===== config.mk =====
export PLATFORM = sky130hd
export DESIGN_NAME = tdma_slot_allocator_core_flat
export DESIGN_NICKNAME = d
export VERILOG_FILES = /design/src/design/tsa_pkg.sv /design/src/design/tsa_if.sv /design/src/design/tsa_ctrl.sv /design/src/design/tsa_dpath.sv /design/src/design/tdma_slot_allocator_core.sv /design/src/flat_wrapper.sv
export SDC_FILE = /design/constraint.sdc
export NUM_CORES = 2
export LEC_CHECK = 0
export BUFFER_PORTS_ARGS = -buffer_cell sky130_fd_sc_hd__clkbuf_2
export CORE_ASPECT_RATIO = 0.8
export CORE_MARGIN = 10
export CORE_UTILIZATION = 56
export DETAILED_ROUTE_END_ITERATION = 7
export GPL_TIMING_DRIVEN = 0
export PLACE_DENSITY_LB_ADDON = 0.05
export SLEW_MARGIN = 20
export SYNTH_ARGS = -nofsm -noshare
export SYNTH_HDL_FRONTEND = slang
export SYNTH_SLANG_ARGS = --single-unit
export TNS_END_PERCENT = 100

===== constraint.sdc =====
create_clock -name clk -period 5.7 [get_ports clk]
set_input_delay 0 -clock clk [delete_from_list [all_inputs] [get_ports clk]]
set_output_delay 0 -clock clk [all_outputs]
set_load 0.02 [all_outputs]

===== src/design/tsa_pkg.sv =====
// Shared constants, codes and control/status types of the slot allocator.
package tsa_pkg;

  localparam int MAX_SLOTS_DEF = 64;
  localparam int MAX_NODES_DEF = 64;
  localparam logic [6:0] SLOT_COUNT_RST = 7'd32;

  // Command codes of an input word
  localparam logic [1:0] CMD_JOIN = 2'd0;
  localparam logic [1:0] CMD_FREE = 2'd1;
  localparam logic [1:0] CMD_REQ  = 2'd2;

  // Register byte address
  localparam logic [1:0] ADDR_SLOT_COUNT = 2'd0;

  // Slot table write address select
  typedef enum logic [1:0] {
    WA_I    = 2'd0,
    WA_PREF = 2'd1,
    WA_USED = 2'd2
  } wa_sel_t;

  // Slot table write data select
  typedef enum logic [1:0] {
    WD_NODE  = 2'd0,
    WD_PRIOR = 2'd1,
    WD_ID    = 2'd2
  } wd_sel_t;

  // Controller to datapath commands
  typedef struct packed {
    logic    ready;
    logic    load_item;
    logic    i_clr;
    logic    i_inc;
    logic    rd_slot;
    logic    rd_at_pref;
    logic    wr_slot;
    wa_sel_t wa_sel;
    wd_sel_t wd_sel;
    logic    set_rel;
    logic    clr_rel;
    logic    clr_all;
    logic    set_prior;
    logic    cnt_clr;
    logic    cnt_inc;
    logic    need_load;
    logic    need_dec;
    logic    rd_req;
    logic    req_at_node;
    logic    wr_req;
    logic    id_set1;
    logic    id_inc;
    logic    pass_clr;
    logic    pass_inc;
    logic    used_clr;
    logic    used_inc;
    logic    any_clr;
    logic    any_set;
    logic    out_load;
  } ctl_t;

  // Datapath to controller status
  typedef struct packed {
    logic       node_bad;
    logic [1:0] cmd;
    logic       pref_zero;
    logic       pref_ok;
    logic       eol;
    logic       i_last;
    logic       own_empty;
    logic       own_is_node;
    logic       own_is_id;
    logic       cand;
    logic       prior_moves;
    logic       disp;
    logic       req_le_have;
    logic       need_le_avail;
    logic       short_of;
    logic       req_zero;
    logic       grant;
    logic       used_last;
    logic       id_last;
    logic       pass_last;
    logic       any;
    logic       need_last;
    logic       out_free;
  } sts_t;

endpackage


===== src/design/tsa_if.sv =====
// Valid/ready channel interfaces for command words and map words.
interface tsa_cmd_if;
  logic       valid;
  logic       ready;
  logic [1:0] command;
  logic [5:0] node_id;
  logic [6:0] preferred_slot;
  logic       end_of_list;
  logic [6:0] requested_slots;

  modport source (output valid, command, node_id, preferred_slot, end_of_list,
                  requested_slots, input ready);
  modport sink (input valid, command, node_id, preferred_slot, end_of_list,
                requested_slots, output ready);
endinterface

interface tsa_map_if;
  logic       valid;
  logic       ready;
  logic [5:0] slot_index;
  logic [5:0] owner;
  logic       last;

  modport source (output valid, slot_index, owner, last, input ready);
  modport sink (input valid, slot_index, owner, last, output ready);
endinterface


===== src/design/tsa_ctrl.sv =====
// Sequencer of the slot allocator: one state per step of each table scan.
module tsa_ctrl (
  input  logic          clk,
  input  logic          rst,
  input  logic          in_valid,
  input  tsa_pkg::sts_t sts,
  output tsa_pkg::ctl_t ctl
);

  typedef enum logic [27:0] {
    S_IDLE    = 28'h0000001,
    S_DEC     = 28'h0000002,
    S_FE_RD   = 28'h0000004,
    S_FE_CHK  = 28'h0000008,
    S_PR_RD   = 28'h0000010,
    S_PR_CHK  = 28'h0000020,
    S_PR_WR   = 28'h0000040,
    S_JN_END  = 28'h0000080,
    S_FR_RD   = 28'h0000100,
    S_FR_CHK  = 28'h0000200,
    S_SC_RQ   = 28'h0000400,
    S_SC_EVAL = 28'h0000800,
    S_SC_RD   = 28'h0001000,
    S_SC_CNT  = 28'h0002000,
    S_SC_CMP  = 28'h0004000,
    S_RA_CLR  = 28'h0008000,
    S_RA_RQ   = 28'h0010000,
    S_RA_EVAL = 28'h0020000,
    S_HV_RD   = 28'h0040000,
    S_HV_CNT  = 28'h0080000,
    S_RQ_WR   = 28'h0100000,
    S_AV_RD   = 28'h0200000,
    S_AV_CNT  = 28'h0400000,
    S_AV_CMP  = 28'h0800000,
    S_TK_RD   = 28'h1000000,
    S_TK_CHK  = 28'h2000000,
    S_EM_RD   = 28'h4000000,
    S_EM_LD   = 28'h8000000
  } state_t;

  state_t state, state_next;

  always_ff @(posedge clk) begin
    if (rst) begin
      state <= S_IDLE;
    end else begin
      state <= state_next;
    end
  end

  // Next state and commands
  always_comb begin
    state_next = state;
    ctl = '0;
    ctl.wa_sel = tsa_pkg::WA_I;
    ctl.wd_sel = tsa_pkg::WD_NODE;
    case (state)
      S_IDLE: begin
        ctl.ready = 1'b1;
        if (in_valid) begin
          ctl.load_item = 1'b1;
          state_next = S_DEC;
        end
      end
      S_DEC: begin
        ctl.i_clr = 1'b1;
        ctl.cnt_clr = 1'b1;
        if (sts.node_bad) begin
          state_next = S_IDLE;
        end else if (sts.cmd == tsa_pkg::CMD_JOIN) begin
          if (sts.pref_zero) state_next = S_FE_RD;
          else if (sts.pref_ok) state_next = S_PR_RD;
          else state_next = S_JN_END;
        end else if (sts.cmd == tsa_pkg::CMD_FREE) begin
          state_next = S_FR_RD;
        end else if (sts.cmd == tsa_pkg::CMD_REQ) begin
          state_next = S_HV_RD;
        end else begin
          state_next = S_IDLE;
        end
      end
      // first empty slot search for a joining or displaced node
      S_FE_RD: begin
        ctl.rd_slot = 1'b1;
        state_next = S_FE_CHK;
      end
      S_FE_CHK: begin
        if (sts.own_empty) begin
          ctl.wr_slot = 1'b1;
          ctl.wd_sel = sts.disp ? tsa_pkg::WD_PRIOR : tsa_pkg::WD_NODE;
          state_next = sts.disp ? S_PR_WR : S_JN_END;
        end else begin
          ctl.i_inc = 1'b1;
          if (sts.i_last) state_next = sts.disp ? S_PR_WR : S_JN_END;
          else state_next = S_FE_RD;
        end
      end
      S_PR_RD: begin
        ctl.rd_slot = 1'b1;
        ctl.rd_at_pref = 1'b1;
        state_next = S_PR_CHK;
      end
      S_PR_CHK: begin
        ctl.set_prior = 1'b1;
        ctl.i_clr = 1'b1;
        state_next = sts.prior_moves ? S_FE_RD : S_PR_WR;
      end
      S_PR_WR: begin
        ctl.wr_slot = 1'b1;
        ctl.wa_sel = tsa_pkg::WA_PREF;
        state_next = S_JN_END;
      end
      S_JN_END: begin
        ctl.i_clr = 1'b1;
        state_next = sts.eol ? S_EM_RD : S_IDLE;
      end
      // free: mark the node's slots released
      S_FR_RD: begin
        ctl.rd_slot = 1'b1;
        state_next = S_FR_CHK;
      end
      S_FR_CHK: begin
        ctl.set_rel = sts.own_is_node;
        ctl.i_inc = 1'b1;
        if (sts.i_last) begin
          ctl.id_set1 = 1'b1;
          state_next = S_SC_RQ;
        end else begin
          state_next = S_FR_RD;
        end
      end
      // shortage check, one node at a time
      S_SC_RQ: begin
        ctl.rd_req = 1'b1;
        state_next = S_SC_EVAL;
      end
      S_SC_EVAL: begin
        if (sts.req_zero) begin
          ctl.id_inc = 1'b1;
          state_next = sts.id_last ? S_IDLE : S_SC_RQ;
        end else begin
          ctl.cnt_clr = 1'b1;
          ctl.i_clr = 1'b1;
          state_next = S_SC_RD;
        end
      end
      S_SC_RD: begin
        ctl.rd_slot = 1'b1;
        state_next = S_SC_CNT;
      end
      S_SC_CNT: begin
        ctl.cnt_inc = sts.own_is_id;
        ctl.i_inc = 1'b1;
        state_next = sts.i_last ? S_SC_CMP : S_SC_RD;
      end
      S_SC_CMP: begin
        if (sts.short_of) begin
          state_next = S_RA_CLR;
        end else begin
          ctl.id_inc = 1'b1;
          state_next = sts.id_last ? S_IDLE : S_SC_RQ;
        end
      end
      // full round-robin reassign
      S_RA_CLR: begin
        ctl.clr_all = 1'b1;
        ctl.used_clr = 1'b1;
        ctl.pass_clr = 1'b1;
        ctl.id_set1 = 1'b1;
        ctl.any_clr = 1'b1;
        state_next = S_RA_RQ;
      end
      S_RA_RQ: begin
        ctl.rd_req = 1'b1;
        state_next = S_RA_EVAL;
      end
      S_RA_EVAL: begin
        if (sts.grant) begin
          ctl.wr_slot = 1'b1;
          ctl.wa_sel = tsa_pkg::WA_USED;
          ctl.wd_sel = tsa_pkg::WD_ID;
          ctl.used_inc = 1'b1;
          ctl.any_set = 1'b1;
        end
        if (sts.grant && sts.used_last) begin
          ctl.i_clr = 1'b1;
          state_next = S_EM_RD;
        end else if (sts.id_last) begin
          if (!(sts.any || sts.grant) || sts.pass_last) begin
            ctl.i_clr = 1'b1;
            state_next = S_EM_RD;
          end else begin
            ctl.pass_inc = 1'b1;
            ctl.id_set1 = 1'b1;
            ctl.any_clr = 1'b1;
            state_next = S_RA_RQ;
          end
        end else begin
          ctl.id_inc = 1'b1;
          state_next = S_RA_RQ;
        end
      end
      // request: count owned slots
      S_HV_RD: begin
        ctl.rd_slot = 1'b1;
        state_next = S_HV_CNT;
      end
      S_HV_CNT: begin
        ctl.cnt_inc = sts.own_is_node;
        ctl.i_inc = 1'b1;
        state_next = sts.i_last ? S_RQ_WR : S_HV_RD;
      end
      S_RQ_WR: begin
        ctl.wr_req = 1'b1;
        if (sts.req_le_have) begin
          state_next = S_IDLE;
        end else begin
          ctl.need_load = 1'b1;
          ctl.cnt_clr = 1'b1;
          ctl.i_clr = 1'b1;
          state_next = S_AV_RD;
        end
      end
      // count released or empty slots
      S_AV_RD: begin
        ctl.rd_slot = 1'b1;
        state_next = S_AV_CNT;
      end
      S_AV_CNT: begin
        ctl.cnt_inc = sts.cand;
        ctl.i_inc = 1'b1;
        state_next = sts.i_last ? S_AV_CMP : S_AV_RD;
      end
      S_AV_CMP: begin
        ctl.i_clr = 1'b1;
        state_next = sts.need_le_avail ? S_TK_RD : S_RA_CLR;
      end
      // take free slots, lowest first
      S_TK_RD: begin
        ctl.rd_slot = 1'b1;
        state_next = S_TK_CHK;
      end
      S_TK_CHK: begin
        if (sts.cand) begin
          ctl.wr_slot = 1'b1;
          ctl.clr_rel = 1'b1;
          ctl.need_dec = 1'b1;
        end
        if ((sts.cand && sts.need_last) || sts.i_last) begin
          ctl.i_clr = 1'b1;
          state_next = S_EM_RD;
        end else begin
          ctl.i_inc = 1'b1;
          state_next = S_TK_RD;
        end
      end
      // map emission, one word per slot
      S_EM_RD: begin
        ctl.rd_slot = 1'b1;
        state_next = S_EM_LD;
      end
      S_EM_LD: begin
        if (sts.out_free) begin
          ctl.out_load = 1'b1;
          ctl.i_inc = 1'b1;
          state_next = sts.i_last ? S_IDLE : S_EM_RD;
        end
      end
      default: begin
        state_next = S_IDLE;
      end
    endcase
  end

endmodule


===== src/design/tsa_dpath.sv =====
// Slot table, request table, scan counters and output register.
module tsa_dpath #(
  parameter int MAX_SLOTS = tsa_pkg::MAX_SLOTS_DEF,
  parameter int MAX_NODES = tsa_pkg::MAX_NODES_DEF
) (
  input  logic          clk,
  input  logic          rst,
  input  logic [6:0]    slot_count,
  input  logic [1:0]    command,
  input  logic [5:0]    node_id,
  input  logic [6:0]    preferred_slot,
  input  logic          end_of_list,
  input  logic [6:0]    requested_slots,
  input  tsa_pkg::ctl_t ctl,
  output tsa_pkg::sts_t sts,
  output logic          out_valid,
  input  logic          out_ready,
  output logic [5:0]    slot_index,
  output logic [5:0]    owner,
  output logic          last
);

  localparam int SW = $clog2(MAX_SLOTS);
  localparam int CW = $clog2(MAX_SLOTS + 1);
  localparam int ND = (MAX_NODES < 64) ? MAX_NODES : 64;
  localparam int NW = $clog2(ND);

  // item registers
  logic [1:0] cmd_q;
  logic [5:0] node_q;
  logic [6:0] pref_q;
  logic       eol_q;
  logic [6:0] reqn_q;

  always_ff @(posedge clk) begin
    if (ctl.load_item) begin
      cmd_q  <= command;
      node_q <= node_id;
      pref_q <= preferred_slot;
      eol_q  <= end_of_list;
      reqn_q <= requested_slots;
    end
  end

  // active slot count, clamped to 1..MAX_SLOTS
  logic [CW-1:0] n;
  always_comb begin
    if (slot_count == 7'd0) n = CW'(1);
    else if (slot_count > 7'(MAX_SLOTS)) n = CW'(MAX_SLOTS);
    else n = CW'(slot_count);
  end

  // counters
  logic [CW-1:0] i, used;
  logic [6:0]    cnt, need, pass;
  logic [NW-1:0] id;
  logic          any, disp;
  logic [5:0]    prior_q;

  always_ff @(posedge clk) begin
    if (rst) begin
      i <= '0;
      used <= '0;
      cnt <= '0;
      need <= '0;
      pass <= '0;
      id <= '0;
      any <= 1'b0;
      disp <= 1'b0;
    end else begin
      if (ctl.i_clr) i <= '0;
      else if (ctl.i_inc) i <= i + CW'(1);
      if (ctl.used_clr) used <= '0;
      else if (ctl.used_inc) used <= used + CW'(1);
      if (ctl.cnt_clr) cnt <= '0;
      else if (ctl.cnt_inc) cnt <= cnt + 7'd1;
      if (ctl.need_load) need <= reqn_q - cnt;
      else if (ctl.need_dec) need <= need - 7'd1;
      if (ctl.pass_clr) pass <= '0;
      else if (ctl.pass_inc) pass <= pass + 7'd1;
      if (ctl.id_set1) id <= NW'(1);
      else if (ctl.id_inc) id <= id + NW'(1);
      if (ctl.any_clr) any <= 1'b0;
      else if (ctl.any_set) any <= 1'b1;
      if (ctl.load_item) disp <= 1'b0;
      else if (ctl.set_prior) disp <= sts.prior_moves;
    end
  end

  // slot owner memory with valid and released flags
  logic [5:0]           own_mem [MAX_SLOTS];
  logic [MAX_SLOTS-1:0] own_vld, rel;
  logic [5:0]           own_q;
  logic                 ovld_q, rel_q;
  logic [5:0]           eff_own;
  logic [SW-1:0]        pref_idx, ra, wa;
  logic [5:0]           wd;

  assign pref_idx = SW'(pref_q - 7'd1);
  assign ra = ctl.rd_at_pref ? pref_idx : i[SW-1:0];

  always_comb begin
    case (ctl.wa_sel)
      tsa_pkg::WA_PREF: wa = pref_idx;
      tsa_pkg::WA_USED: wa = used[SW-1:0];
      default:          wa = i[SW-1:0];
    endcase
    case (ctl.wd_sel)
      tsa_pkg::WD_PRIOR: wd = prior_q;
      tsa_pkg::WD_ID:    wd = 6'(id);
      default:           wd = node_q;
    endcase
  end

  always_ff @(posedge clk) begin
    if (ctl.wr_slot) own_mem[wa] <= wd;
    if (ctl.rd_slot) begin
      own_q  <= own_mem[ra];
      ovld_q <= own_vld[ra];
      rel_q  <= rel[ra];
    end
    if (ctl.set_prior) prior_q <= eff_own;
  end

  always_ff @(posedge clk) begin
    if (rst) begin
      own_vld <= '0;
      rel <= '0;
    end else if (ctl.clr_all) begin
      own_vld <= '0;
      rel <= '0;
    end else begin
      if (ctl.wr_slot) own_vld[wa] <= 1'b1;
      if (ctl.set_rel) rel[i[SW-1:0]] <= 1'b1;
      else if (ctl.clr_rel) rel[i[SW-1:0]] <= 1'b0;
    end
  end

  assign eff_own = ovld_q ? own_q : 6'd0;

  // requested count memory with valid flags
  logic [6:0]    req_mem [ND];
  logic [ND-1:0] req_vld;
  logic [6:0]    req_raw;
  logic          req_v;
  logic [6:0]    req_q;
  logic [NW-1:0] qa, node_a;

  assign node_a = node_q[NW-1:0];
  assign qa = ctl.req_at_node ? node_a : id;

  always_ff @(posedge clk) begin
    if (ctl.wr_req) req_mem[node_a] <= reqn_q;
    if (ctl.rd_req) begin
      req_raw <= req_mem[qa];
      req_v   <= req_vld[qa];
    end
  end

  always_ff @(posedge clk) begin
    if (rst) begin
      req_vld <= '0;
    end else if (ctl.wr_req) begin
      req_vld[node_a] <= 1'b1;
    end
  end

  assign req_q = req_v ? req_raw : 7'd0;

  // output register
  always_ff @(posedge clk) begin
    if (rst) begin
      out_valid <= 1'b0;
    end else if (ctl.out_load) begin
      out_valid <= 1'b1;
    end else if (out_ready) begin
      out_valid <= 1'b0;
    end
  end

  always_ff @(posedge clk) begin
    if (ctl.out_load) begin
      slot_index <= 6'(i);
      owner      <= eff_own;
      last       <= sts.i_last;
    end
  end

  // status to the sequencer
  always_comb begin
    sts.node_bad      = (node_q == 6'd0) || (32'(node_q) >= 32'(MAX_NODES));
    sts.cmd           = cmd_q;
    sts.pref_zero     = (pref_q == 7'd0);
    sts.pref_ok       = (pref_q != 7'd0) && (pref_q <= 7'(n));
    sts.eol           = eol_q;
    sts.i_last        = (i == n - CW'(1));
    sts.own_empty     = (eff_own == 6'd0);
    sts.own_is_node   = (eff_own == node_q);
    sts.own_is_id     = (eff_own == 6'(id));
    sts.cand          = rel_q || (eff_own == 6'd0);
    sts.prior_moves   = (eff_own != 6'd0) && (eff_own != node_q);
    sts.disp          = disp;
    sts.req_le_have   = (reqn_q <= cnt);
    sts.need_le_avail = (need <= cnt);
    sts.short_of      = (req_q > cnt);
    sts.req_zero      = (req_q == 7'd0);
    sts.grant         = (req_q > pass);
    sts.used_last     = (used + CW'(1) == n);
    sts.id_last       = (id == NW'(ND - 1));
    sts.pass_last     = (pass + 7'd1 == 7'(n));
    sts.any           = any;
    sts.need_last     = (need == 7'd1);
    sts.out_free      = !out_valid || out_ready;
  end

endmodule


===== src/design/tdma_slot_allocator_core.sv =====
// Top level of the TDMA slot allocator: register port, sequencer and datapath.
//
// Command words arrive on cmd_in (join, free, request); map words leave on
// map_out, one per active slot, index 0 first, last set on the final slot.
// The slot count register is written over the APB port; the user must write it only
// while the block idles, as the block itself does not enforce it. One command word is
// processed at a time; cmd_in.ready is high only between words. Every slot scan
// reads each slot from the registered table, then evaluates it.
// A request that needs more slots takes released or empty slots, lowest first, or
// reassigns all slots round robin when too few are free. Free marks the node's
// slots released, then checks each node with a nonzero request for a shortage
// and reassigns all slots when one is short.
// A map sends one word per slot. If map_out stalls, the sequencer holds until the
// output register frees; the last map word may still wait while the next
// command word is taken.
// Reset empties the slot table, clears released marks and requested counts
// and sets the slot count to 32; the tables need no clearing pass.
module tdma_slot_allocator_core #(
  parameter int MAX_SLOTS = tsa_pkg::MAX_SLOTS_DEF,
  parameter int MAX_NODES = tsa_pkg::MAX_NODES_DEF
) (
  input  logic        clk,
  input  logic        rst,
  tsa_cmd_if.sink     cmd_in,
  tsa_map_if.source   map_out,
  input  logic        psel,
  input  logic        penable,
  input  logic        pwrite,
  input  logic [1:0]  paddr,
  input  logic [31:0] pwdata,
  output logic [31:0] prdata,
  output logic        pready
);

  tsa_pkg::ctl_t ctl;
  tsa_pkg::sts_t sts;
  logic [6:0]    slot_count;

  // configuration register
  assign pready = 1'b1;

  always_ff @(posedge clk) begin
    if (rst) begin
      slot_count <= tsa_pkg::SLOT_COUNT_RST;
    end else if (psel && penable && pwrite) begin
      slot_count <= pwdata[6:0];
    end
  end

  assign prdata = (paddr == tsa_pkg::ADDR_SLOT_COUNT) ? {25'd0, slot_count} : 32'd0;

  assign cmd_in.ready = ctl.ready;

  tsa_ctrl u_ctrl (
    .clk      (clk),
    .rst      (rst),
    .in_valid (cmd_in.valid),
    .sts      (sts),
    .ctl      (ctl)
  );

  tsa_dpath #(
    .MAX_SLOTS (MAX_SLOTS),
    .MAX_NODES (MAX_NODES)
  ) u_dpath (
    .clk             (clk),
    .rst             (rst),
    .slot_count      (slot_count),
    .command         (cmd_in.command),
    .node_id         (cmd_in.node_id),
    .preferred_slot  (cmd_in.preferred_slot),
    .end_of_list     (cmd_in.end_of_list),
    .requested_slots (cmd_in.requested_slots),
    .ctl             (ctl),
    .sts             (sts),
    .out_valid       (map_out.valid),
    .out_ready       (map_out.ready),
    .slot_index      (map_out.slot_index),
    .owner           (map_out.owner),
    .last            (map_out.last)
  );

endmodule


===== src/flat_wrapper.sv =====
// flat-port wrapper written by rule: the top's interface ports become plain ports
module tdma_slot_allocator_core_flat 
#(
  parameter int MAX_SLOTS = tsa_pkg::MAX_SLOTS_DEF,
  parameter int MAX_NODES = tsa_pkg::MAX_NODES_DEF
)
  (clk, rst, psel, penable, pwrite, paddr, pwdata, prdata, pready, cmd_in_valid, cmd_in_command, cmd_in_node_id, cmd_in_preferred_slot, cmd_in_end_of_list, cmd_in_requested_slots, cmd_in_ready, map_out_valid, map_out_slot_index, map_out_owner, map_out_last, map_out_ready);
  tsa_cmd_if cmd_in_i ();
  tsa_map_if map_out_i ();
  input  logic clk;
  input  logic rst;
  input  logic psel;
  input  logic penable;
  input  logic pwrite;
  input  logic [1:0] paddr;
  input  logic [31:0] pwdata;
  output logic [31:0] prdata;
  output logic pready;
  input wire logic [$bits(cmd_in_i.valid)-1:0] cmd_in_valid;
  input wire logic [$bits(cmd_in_i.command)-1:0] cmd_in_command;
  input wire logic [$bits(cmd_in_i.node_id)-1:0] cmd_in_node_id;
  input wire logic [$bits(cmd_in_i.preferred_slot)-1:0] cmd_in_preferred_slot;
  input wire logic [$bits(cmd_in_i.end_of_list)-1:0] cmd_in_end_of_list;
  input wire logic [$bits(cmd_in_i.requested_slots)-1:0] cmd_in_requested_slots;
  output wire logic [$bits(cmd_in_i.ready)-1:0] cmd_in_ready;
  output wire logic [$bits(map_out_i.valid)-1:0] map_out_valid;
  output wire logic [$bits(map_out_i.slot_index)-1:0] map_out_slot_index;
  output wire logic [$bits(map_out_i.owner)-1:0] map_out_owner;
  output wire logic [$bits(map_out_i.last)-1:0] map_out_last;
  input wire logic [$bits(map_out_i.ready)-1:0] map_out_ready;
  assign cmd_in_i.valid = cmd_in_valid;
  assign cmd_in_i.command = cmd_in_command;
  assign cmd_in_i.node_id = cmd_in_node_id;
  assign cmd_in_i.preferred_slot = cmd_in_preferred_slot;
  assign cmd_in_i.end_of_list = cmd_in_end_of_list;
  assign cmd_in_i.requested_slots = cmd_in_requested_slots;
  assign cmd_in_ready = cmd_in_i.ready;
  assign map_out_valid = map_out_i.valid;
  assign map_out_slot_index = map_out_i.slot_index;
  assign map_out_owner = map_out_i.owner;
  assign map_out_last = map_out_i.last;
  assign map_out_i.ready = map_out_ready;
  tdma_slot_allocator_core #(.MAX_SLOTS(MAX_SLOTS), .MAX_NODES(MAX_NODES)) u_core (.clk(clk), .rst(rst), .cmd_in(cmd_in_i), .map_out(map_out_i), .psel(psel), .penable(penable), .pwrite(pwrite), .paddr(paddr), .pwdata(pwdata), .prdata(prdata), .pready(pready));
endmodule

==> impl_metrics.csv <==
group,metric,value,unit
die,rows,97,
yosys,syn_area,0.04930,mm2
yosys,synthTopCellsByCount,"edfxtp_1 (890), nand2_1 (496), nor2_1 (354), dfxtp_1 (271), nand3_1 (191)",
placement,post-place-cells,4976,
yosys,ys_warn_count,0,
critical_path,timing.rr.start,"u_core.u_ctrl.state[1]",
timing,max_slew_margin,0.1150,
drt,highest_layer,"met4",
finish,diodes,0,
cts,root_buffer,"clkbuf_16",
yosys,ys_top_cells_by_area,"edfxtp_1 (54%), dfxtp_1 (11%), mux4_2 (7.9%)",
global_routing,antenna_found_initial,3,
global_routing,grt_pass1_wl,213200,um
global_routing,grt_pass1_vias,30990,
critical_path,cp-start-kind,"flip-flop",
die,dieArea,0.1004,mm2
placement,dp_hpwl,104000,um
yosys,yosysUniqueCellTypes,88,
cts,cts_max_path_buffers,3,
finish,drive_above_1_share,0.1519,
drt,drt_iter0_drc,4708,
global_routing,grt_usage,0.2896,
timing,max_freq,179.3,MHz
yosys,syn_area_per_cell,13.27,um2
global_routing,grt_max_degree,34,
die,chipWidth,351.7,um
finish,n_fill_cell,6470,
critical_path,rr_worst_depth,12,
min_path,holdCritPathClass,"primary input to flip-flop",
yosys,ys_async_sr_fraction,0,
critical_path,arrival,6.00,ns
cts,clkTransAtPathRegs,0.06,ns
power_and_ir_drop,clkPwrFrac,0.444,
timing,finalCritPeriodShare,0.9786,
die,start_util,0.5642,
drt,met3_length,19830,um
timing,rsz0062_at_grt,"yes",
placement,numPortBuffers,60,
yosys,synth-seq-cells,1161,
drt,vias_per_cell,6.359,
yosys,synth-main-ff-cell,"edfxtp_1",
finish,final_area,0.05657,mm2
timing,finalSetupViolCount,0,
min_path,worstHoldPathCells,2,
outcome,status,"finished, final reports clean",
timing,hold_slack,0.02958,ns
finish,nets,4117,
timing,fin_crit,5.578,ns
min_path,holdPathEnd,"u_core.u_dpath.pref_q[3]",
die,ioPinCount,112,
min_path,min_from,"cmd_in_preferred_slot[3]",
drt,wl_per_cell,28.00,um
placement,post_dp_cell_area,0.05205,mm2
yosys,ys_seq_area_frac,0.6521,
critical_path,reg2reg_slack,0.12,ns
yosys,synth-edff-count,890,
cts,htreeDepth,3,
die,coreArea,0.08738,mm2
power_and_ir_drop,p_int,13.86,mW
drt,wl_met2,59870,um
timing,finClkSkew,0.04381,ns
finish,final_cells,5240,
drt,vias,33320,
cts,clock_latency,0.72,ns
power_and_ir_drop,swShare,0.2123,
power_and_ir_drop,leakage,18.65,nW
drt,ant_nets,0,
power_and_ir_drop,p_comb_frac,0.034,
power_and_ir_drop,power.switching,3.736,mW
cts,cts_buffers,111,
cts,cts_tree,"done",
flow_run,drv_cap,0,
drt,routed_wl,146700,um
critical_path,cp_max_fo,10,
yosys,yosysTopAreaCell,"edfxtp_1",
placement,place_congestion,0.9612,
timing,worstMarginPinSlew,1.324,ns
drt,firstDrtPassIters,6,
die,die_y,285.4,um
yosys,netlist_instances,3715,
power_and_ir_drop,total_power,17.60,mW
timing,slew_viol_final,0,
critical_path,endpoint_kind,"flip-flop",
power_and_ir_drop,powerDensity,311.1,mW/mm2
yosys,synth_top_area_frac,0.5420,
critical_path,r2r_end,"u_core.u_dpath.own_q[1]",
drt,drt-met1-wl,63770,um
yosys,yosysMostFrequentCell,"edfxtp_1",
drt,drc,0,
global_routing,overflow,0,
power_and_ir_drop,ir_drop,0.2579,mV
cts,cts_num_sinks,1161,
timing,setup_slack,0.1220,ns
finish,syn2layout_area_growth,14.74,%
placement,dp_slack,-0.3218,ns
power_and_ir_drop,seqPwrFrac,0.522,
critical_path,crit_type,"flip-flop to flip-flop",
timing,hold_violations,0,
critical_path,cp_data_required_time,6.12,ns
-- state kept, by name, indices dropped and copies added, names as in the netlist, 28 cells and up, named ones only --
signal / flops
u_core.u_dpath.req_mem: 448
u_core.u_dpath.own_mem: 384
u_core.u_dpath.own_vld: 64
u_core.u_dpath.req_vld: 64
u_core.u_ctrl.state: 28
-- layer usage --
layer  GRT usage  vias to the layer above
met4     0.06531                        0
met2      0.3886                     1858
met5           0                        -
met1      0.4484                    16690
met3     0.09910                      218
li1            -                    14550
-- power by group through the flow --
| stage | combinational, mW | sequential (mW) | clock, mW |
|---|---|---|---|
| floorplan | 0.224 | 9.40 | 0 |
| global placement | 0.375 | 9.48 | 0 |
| detailed placement | 0.552 | 9.37 | 0 |
| global route | 0.634 | 9.19 | 8.22 |
| CTS | 0.582 | 9.19 | 7.84 |
| finish | 0.597 | 9.19 | 7.81 |
-- timing repair --
item,CTS,global route
setup endpoints to repair,5,341
setup buffers,0,0
hold buffers,53,0
gates resized for setup,2,26
hold endpoints to repair,53,0
-- worst max-delay path, stage by stage (launching register included) --
cell	delay, ns
dfxtp_1	0.34
nor4_1	0.57
and4_1	0.31
clkbuf_1	0.38
and2_1	0.19
buf_2	0.26
mux2i_2	0.71
nand3_1	0.61
buf_2	0.45
o22ai_1	0.38
a2111oi_1	0.10
clkdlybuf4s18_2	0.29
nor4bb_1	0.68
-- per-stage QoR --
step / util / setup TNS [ns]
2_1_floorplan: - / -3.270
3_3_place_gp: 0.5850 / -1827.41
3_5_place_dp: 0.5956 / -0.7533
4_1_cts: 0.6463 / 0
5_1_grt: 0.6474 / -0.6175
6_report: 0.6474 / 0
-- placed cells by master (no fill, tap or decap), types with 18 or more instances in the layout --
master,n
a21oi_1,131
a31oi_1,50
and2_1,21
and3_1,26
buf_1,30
buf_16,18
buf_2,30
buf_4,27
clkbuf_1,176
clkbuf_16,114
clkbuf_2,66
conb_1,26
dfxtp_1,271
dlygate4sd3_1,53
edfxtp_1,890
ha_1,48
inv_1,51
mux2i_1,99
mux4_2,174
nand2_1,496
nand3_1,191
nand4_1,31
nor2_1,342
nor2b_1,18
nor3_1,31
o21a_1,80
o21ai_0,74
or3_1,32
or4_1,24
xnor2_1,33
xor2_1,20
-- logic make-up (layout without fill, tap and decap cells) --
logic type               Yosys count  count (layout)  synth area share
AO/OA/AOI/OAI                    512             512           0.06933
XOR/XNOR                          54              54          0.009872
adder cells (fa/ha/maj)           49              49           0.01259
buffers and inverters            296             659           0.02558
flip-flops                      1161            1161            0.6521
multiplexers                     283             283            0.1019
other                              2              26         0.0001523
AND/OR/NAND/NOR                 1358            1358            0.1285
-- worst max path at each step --
stage	startpoint	to	slack [ns]	cells past startpoint
floorplan	u_core.u_ctrl.state[4]	u_core.u_dpath.own_mem[0][0]	-0.01	8
global placement	u_core.u_ctrl.state[17]	u_core.u_dpath.own_mem[19][0]	-5.69	8
CTS	u_core.u_ctrl.state[1]	u_core.u_dpath.own_q[2]	0.02	11
global route	u_core.u_ctrl.state[14]	u_core.u_dpath.own_mem[27][3]	-0.05	15
finish	u_core.u_ctrl.state[1]	u_core.u_dpath.own_q[1]	0.12	12
detailed placement	u_core.u_ctrl.state[1]	u_core.u_dpath.own_q[4]	-0.32	12
-- final cells by class --
| type | instances | area [um2] | area share |
|---|---|---|---|
| multi-input cells | 2282 | 16200 | 0.2863 |
| repair buffers | 153 | 1642 | 0.02902 |
| inverters | 52 | 195.2 | 0.003450 |
| clock inverters | 52 | 708.2 | 0.01252 |
| clock buffers | 159 | 3179 | 0.05620 |
| flip-flops and latches | 1161 | 32150 | 0.5683 |
| well taps | 1138 | 1424 | 0.02517 |
| plain buffers | 243 | 1076 | 0.01902 |
Power figures use the tool's default switching activity.
